--- src/rtl/gpae_pkg.sv ---
// Package for the glow-curve peak activation energy unit.
// Holds shared widths, codes, fixed-point constants and the controller states.
// No dependencies.
package gpae_pkg;

  // Parameter defaults
  localparam int unsigned DEF_MAX_SAMPLES    = 1024;
  localparam int unsigned DEF_COUNT_BITS     = 24;
  localparam int unsigned DEF_TEMP_FRAC_BITS = 6;

  // Beat field widths
  localparam int unsigned FUNC_W   = 2;
  localparam int unsigned TEMP_W   = 16;
  localparam int unsigned CNT_IN_W = 24;
  localparam int unsigned IDX_W    = 10;
  localparam int unsigned E_W      = 20;
  localparam int unsigned STAT_W   = 2;
  localparam int unsigned LIM_W    = 18;
  localparam int unsigned IN_DATA_W  = 56;
  localparam int unsigned OUT_DATA_W = 56;

  // Operation codes
  localparam logic [FUNC_W-1:0] FUNC_LOAD    = 2'd0;
  localparam logic [FUNC_W-1:0] FUNC_ANALYZE = 2'd1;
  localparam logic [FUNC_W-1:0] FUNC_RESTART = 2'd2;
  localparam logic [FUNC_W-1:0] FUNC_NOP     = 2'd3;

  // Status codes
  localparam logic [STAT_W-1:0] ST_OK       = 2'd0;
  localparam logic [STAT_W-1:0] ST_NO_PEAK  = 2'd1;
  localparam logic [STAT_W-1:0] ST_NO_HALF  = 2'd2;
  localparam logic [STAT_W-1:0] ST_LEFT_NEG = 2'd3;

  localparam logic [LIM_W-1:0] ENERGY_LIMIT_RST = 18'd196608;

  // Datapath widths
  localparam int unsigned TK_W   = 18;  // Kelvin temperature, unsigned
  localparam int unsigned TD_W   = 17;  // signed temperature differences
  localparam int unsigned DIV_W  = 52;  // divider dividend and quotient
  localparam int unsigned DVS_W  = 27;  // divider divisor
  localparam int unsigned MU_W   = 20;  // signed mu, Q16
  localparam int unsigned CF_W   = 32;  // signed C and b, scaled by 1000, Q16
  localparam int unsigned P_W    = 53;  // signed products and inner term
  localparam int unsigned KP_W   = 45;  // k * TM product
  localparam int unsigned KT_W   = 36;  // kT, Q32 eV
  localparam int unsigned RAT_W  = 28;  // signed ratio, Q16
  localparam int unsigned EP_W   = 65;  // signed kT * ratio
  localparam int unsigned ES_W   = 32;  // signed rounded energy

  localparam logic [26:0] BOLTZ_Q40 = 27'd94748549;
  localparam logic [DIV_W-1:0] MU_LIM    = 52'd262144;
  localparam logic [DIV_W-1:0] RATIO_LIM = 52'd67108864;
  localparam logic signed [39:0] C_BASE = 40'sd16384000;   // (1510 - 1260) * 2^16
  localparam logic signed [39:0] B_BASE = -40'sd12058624;  // (1580 - 1764) * 2^16
  localparam logic signed [39:0] C_MU   = 40'sd3000;
  localparam logic signed [39:0] B_MU   = 40'sd4200;
  localparam logic signed [ES_W-1:0] ENERGY_FLOOR = -32'sd524288;

  typedef enum logic [4:0] {
    S_IDLE, S_PK_RD, S_PK_CHK, S_RT_RD, S_RT_CHK, S_LT_RD, S_LT_CHK,
    S_DIFF, S_MU_DIV, S_MU_WAIT, S_COEF, S_PROD, S_INNER, S_ABS,
    S_RT_DIV, S_RT_WAIT, S_EMUL, S_EABS, S_ERND, S_DONE
  } state_e;

endpackage

--- src/rtl/gpae_div.sv ---
// Radix-2 restoring divider, one quotient bit per cycle.
// Depends on gpae_pkg for widths.
module gpae_div import gpae_pkg::*; (
  input  logic             clk_i,
  input  logic             rst_ni,
  input  logic             start_i,
  input  logic [DIV_W-1:0] dividend_i,
  input  logic [DVS_W-1:0] divisor_i,
  output logic             done_o,
  output logic [DIV_W-1:0] quotient_o
);

  localparam int unsigned CW = $clog2(DIV_W + 1);

  logic             busy_q, done_q;
  logic [CW-1:0]    cnt_q;
  logic [DVS_W:0]   rem_q, rem_d, shifted;
  logic [DIV_W-1:0] quo_q;
  logic [DVS_W-1:0] dvs_q;
  logic             ge;

  assign shifted = {rem_q[DVS_W-1:0], quo_q[DIV_W-1]};
  assign ge      = shifted >= {1'b0, dvs_q};
  assign rem_d   = ge ? shifted - {1'b0, dvs_q} : shifted;

  always_ff @(posedge clk_i or negedge rst_ni) begin
    if (!rst_ni) begin
      busy_q <= 1'b0;
      done_q <= 1'b0;
      cnt_q  <= '0;
    end else begin
      done_q <= 1'b0;
      if (start_i) begin
        busy_q <= 1'b1;
        cnt_q  <= CW'(DIV_W);
      end else if (busy_q) begin
        cnt_q <= cnt_q - 1'b1;
        if (cnt_q == CW'(1)) begin
          busy_q <= 1'b0;
          done_q <= 1'b1;
        end
      end
    end
  end

  always_ff @(posedge clk_i) begin
    if (start_i) begin
      quo_q <= dividend_i;
      rem_q <= '0;
      dvs_q <= divisor_i;
    end else if (busy_q) begin
      rem_q <= rem_d;
      quo_q <= {quo_q[DIV_W-2:0], ge};
    end
  end

  assign done_o     = done_q;
  assign quotient_o = quo_q;

endmodule
--- config.mk ---
export PLATFORM = sky130hd
export DESIGN_NAME = gpae_div
export DESIGN_NICKNAME = d
export VERILOG_FILES = /design/src/rtl/gpae_pkg.sv /design/src/rtl/gpae_div.sv
export SDC_FILE = /design/constraint.sdc
export NUM_CORES = 1
export LEC_CHECK = 0
export ABC_AREA = 1
export BUFFER_PORTS_ARGS = -buffer_cell sky130_fd_sc_hd__buf_4
export CORE_ASPECT_RATIO = 0.6
export CORE_MARGIN = 2
export CORE_UTILIZATION = 40
export CTS_BUF_LIST = sky130_fd_sc_hd__clkbuf_4
export DETAILED_ROUTE_END_ITERATION = 16
export PLACE_DENSITY_LB_ADDON = 0.3
export SLEW_MARGIN = 20
export SYNTH_ARGS = -nofsm -noshare
export SYNTH_HDL_FRONTEND = slang
export SYNTH_SLANG_ARGS = --single-unit
--- constraint.sdc ---
create_clock -name clk_i -period 3.6 [get_ports clk_i]
set_input_delay 0.18 -clock clk_i [delete_from_list [all_inputs] [get_ports clk_i]]
set_output_delay 0.18 -clock clk_i [all_outputs]
set_load 0.02 [all_outputs]
After elaboration in Yosys (flattened, before gate mapping)
Index checks and enable logic that the tools add are counted.

storage, ports and cells
  output and inout bits = 53
  input bits = 82
  register bits = 114
  word-level logic and storage cells = 22

cells by class
  equal/unequal tests = 1
  add/sub/neg operators = 2
  magnitude comparators = 1
  reductions and logical operators = 1
  muxes and demuxes = 11

operators by type and width
  operator             number
  $mux 52              2
  $ge 28x27->1         1
  $mux 27              1
  $sub 27x27->27       1
  $mux 6               2
  $eq 6x1->1 const B   1
  $mux 1               6
  $sub 6x1->6 const B  1
  $reduce_bool 2->1    1

Depth between registers and ports, before layout
  depth after elaboration = 4
  gate-level depth with buffers = 16
  mapped depth without buffers = 16

Worst setup path before layout
No wires, ideal clock.

  path kind = register to register
  start point = register busy_q
  end point = register quo_q[0], in the netlist quotient_o[0] (enable)
  arrival time = 2.201 ns
  path slack = 0.962 ns
  period minus slack after synthesis = 2.638 ns
  stages on the path, launching flop included = 4
  path through = dfrtp_1 -> nor2_1 -> inv_1 -> clkbuf_1

between the ends
  longest elaborated chain between the ends = 1

ends and longest elaborated chain
  item                         RTL line        text
  from (decl)                  gpae_div.sv:15  logic busy_q, done_q;
  from (signal assigned)       gpae_div.sv:28  busy_q <= 1'b0;
  from (signal assigned)       gpae_div.sv:34  busy_q <= 1'b1;
  from (signal assigned)       gpae_div.sv:39  busy_q <= 1'b0;
  $reduce_bool 2->1 (no line)  --
  to (signal assigned)         gpae_div.sv:48  quo_q <= dividend_i;
  to (signal assigned)         gpae_div.sv:53  quo_q <= {quo_q[DIV_W-2:0], ge};
  to (decl)                    gpae_div.sv:18  logic [DIV_W-1:0] quo_q;

Every way passes these cells.
A chain may end at the register's enable or synchronous reset.

Final worst setup path
  start point = register quo_q[51], in the netlist quotient_o[51]
  end point = register rem_q[0]

between the ends
  longest elaborated chain between the ends = 2

ends and longest elaborated chain
  item                                            RTL line                        text
  $sub 27x27->27 or $ge 28x27->1 (tied branches)  gpae_div.sv:24, gpae_div.sv:23
  $mux 27 (*)                                     gpae_div.sv:24                  assign rem_d = ge ? shifted - {1'b0, dvs_q} : shifted;
  to (signal assigned)                            gpae_div.sv:52                  rem_q <= rem_d;
  to (decl)                                       gpae_div.sv:17                  logic [DVS_W:0] rem_q, rem_d, shifted;

Mark *: on every way between the ends. The rest lies on a longest branch, timed or not.

==> metrics.md <==
| Metric | Value |
|---|---|
| Achievable frequency | around 360 MHz |
| Crit Path Category | reg -> reg |
| Final Net Count | between 1000 and 1500 |
| Routed len/inst | 13.7 um |
| Crit path capture type | register |
| Number of synthesized flops with an enable pin | slightly below 80 |
| First-pass GRT wire length | about 31 mm |
| CTS buffer count | 17 |
| Vias in the first global route | between 6000 and 7000 |
| Vias | between 6000 and 7000 |
| Placed Instances | around 1300 |
| Overall routed net length | about 19 mm |
| Worst R2R Start | quotient_o[51]$_DFFE_PP_ |
| Critical path, cell by cell | inv_1 > ha_1 > fa_1 > inv_1 > nand3_1 > nand2_1 > nand2_1 > nand3_1 > nand2_4 > nand3_4 > nand2_1 > nand3_1 > o21ai_0 |
| Tmin final | 2740 ps |
| Clock buffer depth | 2 |
| Clk_lat worst skew | about 540 ps |
| Max-cap violations | 0 |
| Crit path max fanout | 28 |
| Area Growth Syn to Fin | 33.0% |
| Initial antenna violation count | 1 |
| Non-Filler Instances | approximately 1400 |
| Post-Route Utilization | between 50% and 60% |
| Final setup TNS | 0 ps |
| Largest net degree at the start of global routing | 56 |
| Pleak | about 4.8 nW |
| Slew margin rel. | 37.3% |
| DR iter-0 viols | ~540 |
| Hold Vio Cnt, Final | 0 |
| Synth Instances | between 900 and 1000 |
| Core area | ~17000 um^2 |
| Worst-Margin Slew | 939 ps |
| Mapped Avg Cell Area | 7.38 um^2 |
| Overflow after GRT | 0 |
| Worst Skew | about 23 ps |
| Vias per cell | approximately 4.7 |
| Critical Path Start | quotient_o[51]$_DFFE_PP_ |
| PwrDens | 524 nW/um^2 |
| Hold_ws | around 140 ps |
| Crit path to | rem_q[0]$_SDFFE_PP0P_ |
| N_diodes | 0 |
| Syn Std Cell Area | between 6000 and 7000 um^2 |
| Clock sink count | 114 |
| Cell depth of the worst setup path | 13 |
| Starting Density | between 40% and 50% |
| CP arrival | roughly 3100 ps |
| Outcome | finished, final reports clean |
| Most frequent cells in the layout | nand2_1, inv_1, buf_4 |
| Post-detail-place hpwl | about 14 mm |
| WP buf/inv | 2 |
| Share of cells above drive strength 1 | 17.7% |
| Asr flop ratio synth | under 10% |
| Die Ht | between 100 and 150 um |
| Final Cell Area | 9240 um^2 |
| CTS tree | yes |
| Setup slack, reg-to-reg | between 800 and 900 ps |
| Hold WC Path Type | in -> reg |
| # IOs | roughly 140 |
| IO Port Bufs | 134 |
| Die width | 174 um |
| Total Power | approximately 4.8 mW |
| Final Max Slew Viols | 0 |
| Total GRT Usage | a little over a fifth |
| Setup bufs post-CTS | 0 |
| Share of the clock period used by the worst path | 76.1% |
| Rows | 37 |
| Register area share after synthesis | 44.8% |
| Pre-CTS WS | approximately 910 ps |
| DRC | 0 |
| Clk root buf | clkbuf_4 |
| WP data required | ~4000 ps |
| VDD IR max | just over 200 uV |
| Placed cell areas | 8190 um^2 |
| Crit-path leading delay family | simple AND/OR/NAND/NOR gates |
| RSZ-0062 raised after global routing | false |
| Clock transition at path regs | ~110 ps |
| Routed Antenna Nets | 0 |
| CP startpoint kind | register |
| Crit path largest cell delay | approximately 440 ps |
| Worst r2r dst | rem_q[0]$_SDFFE_PP0P_ |
| # setup viols final | 0 |
| #FFs+latches synth | about 110 |
| Synth cell types | 41 |
| TritonRoute pass-1 iters | 6 |
| Cell count of the worst reg-to-reg path | 13 |
| Syn nets | about 1100 |
| Synth warnings | 0 |
| CTS H-tree depth | 4 |
| Most common cell after layout, fill and taps aside | nand2_1 |
| CP max stage cell | nand3_4 |
| Die area | roughly 18000 um^2 |
| Ys flop type | edfxtp_1 |
| Routability congestion estimate | between 0.9 and 1 |
| Final setup margin | ~860 ps |
## worst min-delay path by stage
stage / startpoint / endpoint / slack (ps) / cells past startpoint
2_1_floorplan: rst_ni / busy_q$_DFF_PN0_ / -120 / 0
5_1_grt: start_i / dvs_q[5]$_DFFE_PP_ / 100 / 1
4_1_cts: dividend_i[51] / quotient_o[51]$_DFFE_PP_ / 70 / 3
3_5_place_dp: rst_ni / done_o$_DFF_PN0_ / 4 / 1
6_report: start_i / dvs_q[5]$_DFFE_PP_ / 140 / 1
3_3_place_gp: rst_ni / done_o$_DFF_PN0_ / 6 / 1
## cell usage after synthesis, drive strengths merged (10+ instances only)
cell	instances	area, um^2
o21ai	20	104
inv	171	642
nand4	34	228
ha	29	363
nand3	61	358
nand2	407	1550
xnor2	10	87.6
edfxtp	79	2370
dfxtp	27	541
clkbuf	11	41.3
a21oi	17	96.4
nor2	39	176
buf	13	73.8
## state kept, by name, summed over array words and instances, names as in the netlist
name        flops
busy_q          1
cnt_q           6
done_o          1
dvs_q          27
quotient_o     52
rem_q          27
## cell families (layout without fill, tap and decap cells)
| family | count (synthesis) | count (layout) | synth area share, % |
|---|---|---|---|
| flip-flops | 114 | 114 | 44.8 |
| adder cells (fa/ha/maj) | 30 | 30 | 5.51 |
| AND/OR/NAND/NOR | 550 | 550 | 34.1 |
| AO/OA/AOI/OAI | 41 | 41 | 3.30 |
| buffers and inverters | 195 | 424 | 10.9 |
| XOR/XNOR | 11 | 11 | 1.39 |
## cell type report
cell class	instances	area, um^2
Fill cell	1609	7840
Sequential cell	114	3110
Multi-Input combinational cell	632	3080
Timing Repair Buffer	221	1860
Inverter	171	642
Tap cell	234	293
Clock buffer	19	143
Clock inverter	13	113
## report_power, final
group	internal [mW]	total, mW	switching (mW)
Sequential	1.61	1.73	0.120
Clock	0.354	0.874	0.520
Combinational	0.830	2.23	1.40
Total	2.79	4.84	2.04
## per-layer routing
metal / vias to the layer above / share of wire (%) / GRT usage [%]
met5: - / 0 / 0
met4: 0 / 0.96 / 5.22
met3: 16 / 7.5 / 4.65
met2: 234 / 39 / 29.9
met1: 2991 / 52 / 32.9
li1: 3379 / - / -
## what timing repair did
action,in CTS,in global routing
resized for setup,0,0
hold buffers,80,0
setup endpoints to repair,0,0
hold endpoints to repair,86,0
Note: power is estimated with default switching activity, not from simulation.
